$ cat config.mk
export PLATFORM = sky130hd
export DESIGN_NAME = nearest_unvisited_point_match_top
export DESIGN_NICKNAME = d
export VERILOG_FILES = /design/src/design/nupm_pkg.sv /design/src/design/nupm_ram.sv /design/src/design/nupm_front.sv /design/src/design/nupm_back.sv /design/src/design/nearest_unvisited_point_match_top.sv
export SDC_FILE = /design/constraint.sdc
export NUM_CORES = 2
export LEC_CHECK = 0
export BUFFER_PORTS_ARGS = -buffer_cell sky130_fd_sc_hd__buf_2
export CORE_ASPECT_RATIO = 1.2
export CORE_UTILIZATION = 25
export DETAILED_ROUTE_END_ITERATION = 10
export GPL_TIMING_DRIVEN = 0
export PLACE_DENSITY_LB_ADDON = 0.3
export SLEW_MARGIN = 5
export SYNTH_ARGS = -nofsm -noshare
export SYNTH_HDL_FRONTEND = slang
export SYNTH_SLANG_ARGS = --single-unit
export TNS_END_PERCENT = 20
$ cat constraint.sdc
create_clock -name clk_i -period 7.7 [get_ports clk_i]
set_clock_uncertainty 0.15 [all_clocks]
set_input_delay 0.385 -clock clk_i [delete_from_list [all_inputs] [get_ports clk_i]]
set_output_delay 0.385 -clock clk_i [all_outputs]
set_load 0.01 [all_outputs]
$ cat src/design/nupm_pkg.sv
// Package for the nearest unvisited point match block: sizes, item and command types.
// No dependencies; imported by every module of the block except nupm_ram.
`timescale 1ns / 1ps

package nupm_pkg;

  localparam int unsigned MAX_ENTRIES = 64;
  localparam int unsigned COORD_BITS  = 16;
  localparam int unsigned IDX_W       = $clog2(MAX_ENTRIES);
  localparam int unsigned CNT_W       = 7;
  localparam int unsigned LIM_W       = $clog2(MAX_ENTRIES + 1);
  localparam int unsigned SQ_W        = 2 * COORD_BITS;
  localparam int unsigned DIST_W      = SQ_W + 1;
  localparam int unsigned QUEUE_DEPTH = 2;
  localparam int unsigned QPTR_W      = $clog2(QUEUE_DEPTH);
  localparam int unsigned QCNT_W      = $clog2(QUEUE_DEPTH + 1);

  typedef enum logic {
    REQ_LOAD  = 1'b0,
    REQ_QUERY = 1'b1
  } req_kind_e;

  typedef struct packed {
    logic                  req_type;
    logic [5:0]            entry_index;
    logic [COORD_BITS-1:0] point_x;
    logic [COORD_BITS-1:0] point_y;
  } req_t;

  typedef struct packed {
    logic [5:0] match_index;
    logic       found;
  } rsp_t;

  // Classified command handed from the front queue to the back engine
  typedef struct packed {
    req_kind_e             kind;
    logic [IDX_W-1:0]      idx;
    logic [COORD_BITS-1:0] x;
    logic [COORD_BITS-1:0] y;
  } cmd_t;

endpackage

$ cat src/design/nupm_ram.sv
// Generic single-write, single-read RAM with registered read data.
// No dependencies.
`timescale 1ns / 1ps

module nupm_ram #(
  parameter int unsigned WIDTH = 32,
  parameter int unsigned DEPTH = 64
) (
  input  logic                     clk_i,
  input  logic                     we_i,
  input  logic [$clog2(DEPTH)-1:0] waddr_i,
  input  logic [WIDTH-1:0]         wdata_i,
  input  logic                     re_i,
  input  logic [$clog2(DEPTH)-1:0] raddr_i,
  output logic [WIDTH-1:0]         rdata_o
);

  logic [WIDTH-1:0] mem_q [DEPTH];

  always_ff @(posedge clk_i) begin
    if (we_i) begin
      mem_q[waddr_i] <= wdata_i;
    end
    if (re_i) begin
      rdata_o <= mem_q[raddr_i];
    end
  end

endmodule

$ cat src/design/nupm_front.sv
// Front part: accepts input items, classifies them into commands and queues them.
// Depends on nupm_pkg.
`timescale 1ns / 1ps

module nupm_front (
  input  logic          clk_i,
  input  logic          rst_ni,
  input  logic          in_valid_i,
  output logic          in_ready_o,
  input  nupm_pkg::req_t in_data_i,
  output logic          cmd_valid_o,
  input  logic          cmd_ready_i,
  output nupm_pkg::cmd_t cmd_o
);
  import nupm_pkg::*;

  cmd_t              store_q [QUEUE_DEPTH];
  logic [QPTR_W-1:0] wr_ptr_q, wr_ptr_d;
  logic [QPTR_W-1:0] rd_ptr_q, rd_ptr_d;
  logic [QCNT_W-1:0] count_q, count_d;
  logic              push, pop;
  cmd_t              cmd_new;

  assign in_ready_o  = (count_q != QCNT_W'(QUEUE_DEPTH));
  assign cmd_valid_o = (count_q != '0);
  assign cmd_o       = store_q[rd_ptr_q];
  assign push        = in_valid_i && in_ready_o;
  assign pop         = cmd_valid_o && cmd_ready_i;

  // Classify: kind from the request type, index cut to the table depth
  always_comb begin
    cmd_new.kind = (in_data_i.req_type == 1'b1) ? REQ_QUERY : REQ_LOAD;
    cmd_new.idx  = IDX_W'(in_data_i.entry_index);
    cmd_new.x    = in_data_i.point_x;
    cmd_new.y    = in_data_i.point_y;
  end

  always_comb begin
    wr_ptr_d = wr_ptr_q;
    rd_ptr_d = rd_ptr_q;
    count_d  = count_q;
    if (push) begin
      wr_ptr_d = (wr_ptr_q == QPTR_W'(QUEUE_DEPTH - 1)) ? '0 : wr_ptr_q + QPTR_W'(1);
    end
    if (pop) begin
      rd_ptr_d = (rd_ptr_q == QPTR_W'(QUEUE_DEPTH - 1)) ? '0 : rd_ptr_q + QPTR_W'(1);
    end
    if (push && !pop) begin
      count_d = count_q + QCNT_W'(1);
    end else if (pop && !push) begin
      count_d = count_q - QCNT_W'(1);
    end
  end

  always_ff @(posedge clk_i or negedge rst_ni) begin
    if (!rst_ni) begin
      wr_ptr_q <= '0;
      rd_ptr_q <= '0;
      count_q  <= '0;
    end else begin
      wr_ptr_q <= wr_ptr_d;
      rd_ptr_q <= rd_ptr_d;
      count_q  <= count_d;
    end
  end

  always_ff @(posedge clk_i) begin
    if (push) begin
      store_q[wr_ptr_q] <= cmd_new;
    end
  end

endmodule

$ cat src/design/nupm_back.sv
// Back part: executes loads and queries against the entry table and visited marks.
// Depends on nupm_pkg and nupm_ram.
`timescale 1ns / 1ps

module nupm_back (
  input  logic                         clk_i,
  input  logic                         rst_ni,
  input  logic                         cmd_valid_i,
  output logic                         cmd_ready_o,
  input  nupm_pkg::cmd_t               cmd_i,
  input  logic [nupm_pkg::CNT_W-1:0]   cell_count_i,
  output logic                         out_valid_o,
  input  logic                         out_ready_i,
  output nupm_pkg::rsp_t               out_data_o
);
  import nupm_pkg::*;

  typedef enum logic [3:0] {
    ST_IDLE   = 4'b0001,
    ST_SCAN   = 4'b0010,
    ST_DRAIN  = 4'b0100,
    ST_FINISH = 4'b1000
  } state_e;

  state_e                  state_q, state_d;
  logic [IDX_W-1:0]        scan_q, scan_d;
  logic [LIM_W-1:0]        limit_q, limit_d;
  logic [COORD_BITS-1:0]   ref_x_q, ref_y_q;
  logic [MAX_ENTRIES-1:0]  visited_q, visited_d;

  logic                    p0_vld_q, p0_skip_q;
  logic [IDX_W-1:0]        p0_idx_q;
  logic                    p1_vld_q, p1_skip_q;
  logic [IDX_W-1:0]        p1_idx_q;
  logic [COORD_BITS-1:0]   dx_q, dy_q;
  logic                    p2_vld_q, p2_skip_q;
  logic [IDX_W-1:0]        p2_idx_q;
  logic [SQ_W-1:0]         sx_q, sy_q;

  logic                    have_q, have_d;
  logic [IDX_W-1:0]        best_idx_q;
  logic [DIST_W-1:0]       best_dist_q, cand_dist;
  logic                    better;

  logic                    out_valid_q, out_valid_d;
  rsp_t                    out_q;

  logic                    start_load, start_query, issue, finish;
  logic [2*COORD_BITS-1:0] rd_data;
  logic [COORD_BITS-1:0]   ex, ey;

  assign cmd_ready_o = (state_q == ST_IDLE);
  assign start_load  = cmd_valid_i && (state_q == ST_IDLE) && (cmd_i.kind == REQ_LOAD);
  assign start_query = cmd_valid_i && (state_q == ST_IDLE) && (cmd_i.kind == REQ_QUERY);
  assign issue       = (state_q == ST_SCAN);
  assign finish      = (state_q == ST_FINISH) && (!out_valid_q || out_ready_i);

  nupm_ram #(
    .WIDTH(2 * COORD_BITS),
    .DEPTH(MAX_ENTRIES)
  ) u_table (
    .clk_i  (clk_i),
    .we_i   (start_load),
    .waddr_i(cmd_i.idx),
    .wdata_i({cmd_i.x, cmd_i.y}),
    .re_i   (issue),
    .raddr_i(scan_q),
    .rdata_o(rd_data)
  );

  assign ex = rd_data[2*COORD_BITS-1:COORD_BITS];
  assign ey = rd_data[COORD_BITS-1:0];

  assign cand_dist = DIST_W'(sx_q) + DIST_W'(sy_q);
  assign better    = p2_vld_q && !p2_skip_q && (!have_q || (cand_dist < best_dist_q));

  always_comb begin
    state_d   = state_q;
    scan_d    = scan_q;
    limit_d   = limit_q;
    have_d    = have_q;
    visited_d = visited_q;
    case (state_q)
      ST_IDLE: begin
        if (start_load) begin
          visited_d[cmd_i.idx] = 1'b0;
        end else if (start_query) begin
          // Saturate the count at the table depth
          limit_d = (cell_count_i > CNT_W'(MAX_ENTRIES)) ? LIM_W'(MAX_ENTRIES)
                                                         : LIM_W'(cell_count_i);
          scan_d  = '0;
          have_d  = 1'b0;
          state_d = (limit_d == '0) ? ST_FINISH : ST_SCAN;
        end
      end
      ST_SCAN: begin
        if (LIM_W'(scan_q) == limit_q - LIM_W'(1)) begin
          state_d = ST_DRAIN;
        end else begin
          scan_d = scan_q + IDX_W'(1);
        end
      end
      ST_DRAIN: begin
        if (!p0_vld_q && !p1_vld_q && !p2_vld_q) begin
          state_d = ST_FINISH;
        end
      end
      ST_FINISH: begin
        if (finish) begin
          if (have_q) begin
            visited_d[best_idx_q] = 1'b1;
          end
          state_d = ST_IDLE;
        end
      end
      default: state_d = ST_IDLE;
    endcase
    if (better) begin
      have_d = 1'b1;
    end
  end

  always_comb begin
    out_valid_d = out_valid_q && !out_ready_i;
    if (finish) begin
      out_valid_d = 1'b1;
    end
  end

  always_ff @(posedge clk_i or negedge rst_ni) begin
    if (!rst_ni) begin
      state_q     <= ST_IDLE;
      scan_q      <= '0;
      limit_q     <= '0;
      have_q      <= 1'b0;
      visited_q   <= '0;
      p0_vld_q    <= 1'b0;
      p1_vld_q    <= 1'b0;
      p2_vld_q    <= 1'b0;
      out_valid_q <= 1'b0;
    end else begin
      state_q     <= state_d;
      scan_q      <= scan_d;
      limit_q     <= limit_d;
      have_q      <= have_d;
      visited_q   <= visited_d;
      p0_vld_q    <= issue;
      p1_vld_q    <= p0_vld_q;
      p2_vld_q    <= p1_vld_q;
      out_valid_q <= out_valid_d;
    end
  end

  // Datapath: read, absolute difference, squares, running minimum
  always_ff @(posedge clk_i) begin
    if (start_query) begin
      ref_x_q <= cmd_i.x;
      ref_y_q <= cmd_i.y;
    end
    p0_idx_q  <= scan_q;
    p0_skip_q <= visited_q[scan_q];
    p1_idx_q  <= p0_idx_q;
    p1_skip_q <= p0_skip_q;
    dx_q      <= (ref_x_q >= ex) ? ref_x_q - ex : ex - ref_x_q;
    dy_q      <= (ref_y_q >= ey) ? ref_y_q - ey : ey - ref_y_q;
    p2_idx_q  <= p1_idx_q;
    p2_skip_q <= p1_skip_q;
    sx_q      <= SQ_W'(dx_q) * SQ_W'(dx_q);
    sy_q      <= SQ_W'(dy_q) * SQ_W'(dy_q);
    if (better) begin
      best_idx_q  <= p2_idx_q;
      best_dist_q <= cand_dist;
    end
    if (finish) begin
      out_q.found       <= have_q;
      out_q.match_index <= have_q ? 6'(best_idx_q) : 6'd0;
    end
  end

  assign out_valid_o = out_valid_q;
  assign out_data_o  = out_q;

endmodule

$ cat src/design/nearest_unvisited_point_match_top.sv
// Top level of the nearest unvisited point match block: cell count register,
// front queue and back engine. Depends on nupm_pkg, nupm_front and nupm_back.
`timescale 1ns / 1ps
//
//  Channel   Direction  Handshake               Payload
//  in        input      in_valid_i/in_ready_o   nupm_pkg::req_t (load or query item)
//  out       output     out_valid_o/out_ready_i nupm_pkg::rsp_t (one item per query)
//  cfg       input      cfg_we_i                cfg_wdata_i (cell_count, 7 bits)
//
//  A load item is written to the table by the back engine once it leaves the two-item queue.
//  A query item is taken from the queue, then scans cell_count entries (saturated at
//  64), one read per entry from the single table read port, drains the distance
//  pipeline, posts the result and marks the winner, if any, visited; with cell_count at 0
//  it skips the scan and the drain.
//  Reset clears the visited marks, the queue and cell_count; table contents stay
//  undefined until loaded, so there is no clearing pass.
//  A stalled output holds the back engine in its final state; the front queue keeps
//  accepting items until both of its slots are full.

module nearest_unvisited_point_match_top (
  input  logic                       clk_i,
  input  logic                       rst_ni,
  input  logic                       in_valid_i,
  output logic                       in_ready_o,
  input  nupm_pkg::req_t             in_data_i,
  output logic                       out_valid_o,
  input  logic                       out_ready_i,
  output nupm_pkg::rsp_t             out_data_o,
  input  logic                       cfg_we_i,
  input  logic [nupm_pkg::CNT_W-1:0] cfg_wdata_i
);
  import nupm_pkg::*;

  logic [CNT_W-1:0] cell_count_q;
  logic             cmd_valid, cmd_ready;
  cmd_t             cmd;

  // Searched entry count; the user must write it only while the block is idle (unchecked)
  always_ff @(posedge clk_i or negedge rst_ni) begin
    if (!rst_ni) begin
      cell_count_q <= '0;
    end else if (cfg_we_i) begin
      cell_count_q <= cfg_wdata_i;
    end
  end

  // Accept and classify items, queue them for the engine
  nupm_front u_front (
    .clk_i      (clk_i),
    .rst_ni     (rst_ni),
    .in_valid_i (in_valid_i),
    .in_ready_o (in_ready_o),
    .in_data_i  (in_data_i),
    .cmd_valid_o(cmd_valid),
    .cmd_ready_i(cmd_ready),
    .cmd_o      (cmd)
  );

  // Execute loads, scan for the nearest unvisited entry, register the result
  nupm_back u_back (
    .clk_i       (clk_i),
    .rst_ni      (rst_ni),
    .cmd_valid_i (cmd_valid),
    .cmd_ready_o (cmd_ready),
    .cmd_i       (cmd),
    .cell_count_i(cell_count_q),
    .out_valid_o (out_valid_o),
    .out_ready_i (out_ready_i),
    .out_data_o  (out_data_o)
  );

endmodule

==> impl_summary.md <==
Worst setup path
The endpoint of the worst register-to-register path is u_back.sy_q[28]$_DFF_P_. The startpoint of the lowest-slack register-to-register path is u_back.dy_q[11]$_DFF_P_. The worst setup path is captured at a register. The register-to-register setup slack is 0.32 ns. STA puts the critical path data required time at 8.31 ns. The worst-path maximum fanout is 10. Data arrives at the worst endpoint at 7.99 ns. The kind of start point of the critical path is a register.

The critical path in this run is classified as reg2reg. The depth of the worst register-to-register path is 22.

Route
The remaining antenna violation count after routing is 0. The total number of vias is 57800. Before antenna repair, the detailed router went through 7 iterations.

The DRC violation count after routing is 0. Using the TritonRoute via totals, the vias-per-cell ratio works out to 4.58. The routed length per instance is 25.1 um. The aggregate routed wire length is 316000 um. The count of routing violations after the opening detailed-route iteration is 5296.

Synth
In this run, synthesis inferred 2236 flip-flops with an integrated enable. The post-synthesis async set-or-reset flop share is 3.96%. The fraction of post-synthesis cell area in the top cell type by area is 61.0%. Counting flops and latches in the post-synthesis netlist gives 2448. The total number of yosys warnings is 0. Sequential cells were found to cover 65.3% of the synthesized design area.

Summed over all instances, the cell type with the most area after synthesis is edfxtp_1. The most frequently used flop master after synthesis is edfxtp_1. The commonest cells after synthesis are 2236 x edfxtp_1, 693 x mux4_2, 637 x inv_1.

After synthesis, the mean cell area works out to 18.0 um^2. The number of distinct library cells after synthesis is 76. The number of nets handed over by synthesis was 6832. The area of the mapped netlist is 110000 um^2. Ranked by total cell area, the synthesized netlist is headed by edfxtp_1 61%, mux4_2 14%, fa_1 6.0%, ha_1 3.8%, dfrtp_1 2.2%. Among all cell types in the netlist, the one instantiated most often is edfxtp_1. The cell count after synthesis came out at 6122.

Timing
The part of the cycle the worst path needs is 95.8%. The final number of max-transition violations is 0. Setup slack closes at 0.320 ns. The fmax is 136 MHz. At the pin with the least slew margin, the transition time is 1.46 ns. Setup violations remaining at the end of the flow were counted as 0. Setup repair after global routing left no endpoint under its margin.

The final hold violation count is 0. The worst-case hold slack is 0.0569 ns. The worst relative slew slack is 2.67%. The shortest period the worst path allows is 7.38 ns.

Global route
The wire length of the first global-routing pass is 449000 um. The number of global-route vias before repair is 61100. The number of antenna violations at the first check in global routing is 29. Global routing finished with a remaining overflow of 0. Entering global routing, the biggest net connects 66 pins. In the global route stage, overall resource usage came out at 14.1%.

Floorplanning
The standard cell core area is 438000 um^2. The initial core utilization is 25.1%. The die is 608 um wide. The overall die height is 729 um. The number of I/O pins is 60. The full die area is 443000 um^2.

The row count is 266.

Status
The run finished with clean final reports.

Layout
The post-route netlist has 21.4% of its cells at a drive strength greater than 1. The final cell count without fillers is 12600. The finished cells cover 130000 um^2. The final-layout fill cell count is 43000.

The flip-flop and latch area is 71900 um^2. The number of nets in the final layout is 7320. The multi-input combinational cell area is 35500 um^2.

Relative to the synthesized area, the layout overhead comes to 17.8%.

Min path
The worst hold path belongs to the class in2reg. For hold timing, the worst endpoint is u_front.store_q[1][9]$_DFFE_PP_. Counting instances, the worst hold path has a depth of 2. The startpoint of the tightest hold check path is in_data_i[9].

Clock tree
The H-tree was split into 5 levels. The number of clock buffers added by TritonCTS is 266. In this run the post-CTS setup repair buffer count came out at 0. The clock transition at the registers of the reported paths is 0.06 ns. The source-to-sink clock delay at the later pin of the worst-skew pair is 0.91 ns. The clock drives 2448 sinks. Clock tree synthesis selected as its root buffer the cell clkbuf_16.

TritonCTS built the clock tree. The largest buffer count on any clock path is 4.

Placement
The worst setup slack after placement is 0.247 ns. The HPWL after detailed placement is 224000 um. After detailed placement, the total cell area comes to 120000 um^2.

The number of buffer cells added on primary ports is 58. At the end of routability-driven placement, the weighted congestion stood at 0.849. The number of cells in the design after placement is 12000.

Job
The number of max-cap violations is 0.
==> logic make-up (layout without fill, tap and decap cells) <==
logic type | after synthesis | in the layout | share of synthesized area [%]
flops | 2448 | 2448 | 65.3
compound gates | 528 | 528 | 2.97
xor+xnor | 140 | 140 | 1.11
other cells | 0 | 25 | 0
buf+inv | 871 | 1566 | 3.09
fa+ha+maj | 659 | 659 | 9.72
simple gates | 723 | 723 | 3.07
mux | 753 | 753 | 14.8
==> critical path, stage by stage (launching register included) <==
cell and delay (ns):
dfxtp_1 0.55, clkbuf_1 0.52, nand2_1 0.22, fa_1 0.55, fa_1 0.55, inv_1 0.05, fa_1 0.43, fa_1 0.50
fa_1 0.54, inv_1 0.05, fa_1 0.56, inv_1 0.06, ha_1 0.27, clkbuf_1 0.22, and4_1 0.28, nand2_1 0.13
nand4bb_1 0.20, a31oi_1 0.15, a41o_1 0.30, or4_1 0.44, a31o_1 0.25, a21oi_2 0.14, xnor2_1 0.12
==> metal layers <==
layer  routed length (um)  global-route usage [%]  up-vias
met5                   44                       0        -
met4                 9470                    4.17        8
met3                16400                    1.89      375
met2               165000                    25.5     1674
met1               126000                    17.4    31300
li1                     -                       -    24500
==> metrics by stage <==
stage                     util (%)  TNS (ns)
after floorplan                  -         0
after global placement        26.9    -47.36
after detailed placement      27.5         0
after CTS                     29.6         0
after global routing          29.6         0
final                         29.6         0
==> cells in the final DEF, fill, tap and decap left out, types with 19 or more instances in the layout <==
master | Yosys | layout
a21o_1 | 64 | 64
a21oi_1 | 125 | 125
a31oi_1 | 21 | 21
and2_1 | 88 | 88
buf_1 | 26 | 24
buf_12 | 0 | 58
buf_16 | 0 | 38
buf_2 | 55 | 114
buf_4 | 12 | 19
clkbuf_1 | 136 | 171
clkbuf_16 | 0 | 281
clkinv_1 | 0 | 47
clkinv_2 | 0 | 45
dfrtp_1 | 96 | 96
dfxtp_1 | 115 | 115
diode_2 | 0 | 25
dlygate4sd3_1 | 0 | 60
edfxtp_1 | 2236 | 2236
fa_1 | 328 | 328
ha_1 | 331 | 331
inv_1 | 637 | 637
mux2_4 | 0 | 31
mux4_2 | 693 | 693
nand2_1 | 260 | 260
nand2b_1 | 25 | 25
nand3_1 | 35 | 33
nor2_1 | 185 | 119
nor2_4 | 0 | 66
nor2b_1 | 35 | 35
nor3_1 | 29 | 29
o21a_1 | 21 | 21
o21ai_0 | 99 | 99
o21ai_1 | 87 | 87
xnor2_1 | 94 | 94
xor2_1 | 46 | 46
==> flip-flops by register name (all words and copies together) (netlist names), 2 cells and up <==
name,count
u_back.visited_q,64
u_back.u_table.mem_q,2048
u_front.count_q,2
cell_count_q,7
u_back.sy_q,31
u_back.dx_q,16
u_back.ref_x_q,16
u_back.p2_idx_q,6
u_back.sx_q,31
u_back.limit_q,7
u_back.best_dist_q,33
u_back.scan_q,6
u_back.u_table.rdata_o,32
u_back.best_idx_q,6
u_back.p0_idx_q,6
u_front.store_q,78
u_back.dy_q,16
u_back.ref_y_q,16
u_back.state_q,4
u_back.out_data_o,7
u_back.p1_idx_q,6
==> worst max-delay path by stage <==
stage	depth (start not counted)	startpoint	to	slack, ns
floorplan	25	u_back.dy_q[2]$_DFF_P_	u_back.sy_q[28]$_DFF_P_	1.42
global placement	6	u_back.state_q[3]$_DFFE_PN0P_	u_back.scan_q[5]$_DFFE_PN0P_	-3.44
detailed placement	23	u_back.dy_q[4]$_DFF_P_	u_back.sy_q[28]$_DFF_P_	0.25
CTS	23	u_back.dy_q[4]$_DFF_P_	u_back.sy_q[28]$_DFF_P_	0.15
global route	22	u_back.dy_q[11]$_DFF_P_	u_back.sy_q[28]$_DFF_P_	0.03
finish	22	u_back.dy_q[11]$_DFF_P_	u_back.sy_q[28]$_DFF_P_	0.32
==> final cells by class <==
cell class	count	share of cell area [%]
flip-flops and latches	2448	55.4
multi-input cells	2803	27.4
clock buffers	343	5.66
well taps	5762	5.56
repair buffers	221	2.44
inverters	639	1.85
clock inverters	132	0.908
plain buffers	231	0.794
diodes	25	0.0482
==> what timing repair did <==
| item | CTS | global route |
|---|---|---|
| resized for setup | 0 | 11 |
| hold endpoints to repair | 209 | 0 |
| hold buffers | 61 | 0 |
| endpoints found under the setup margin | 0 | 3 |
Power is left out: the tool's default activity adds up to more than one toggle a clock period on the data nets, which glitch-free logic cannot reach.
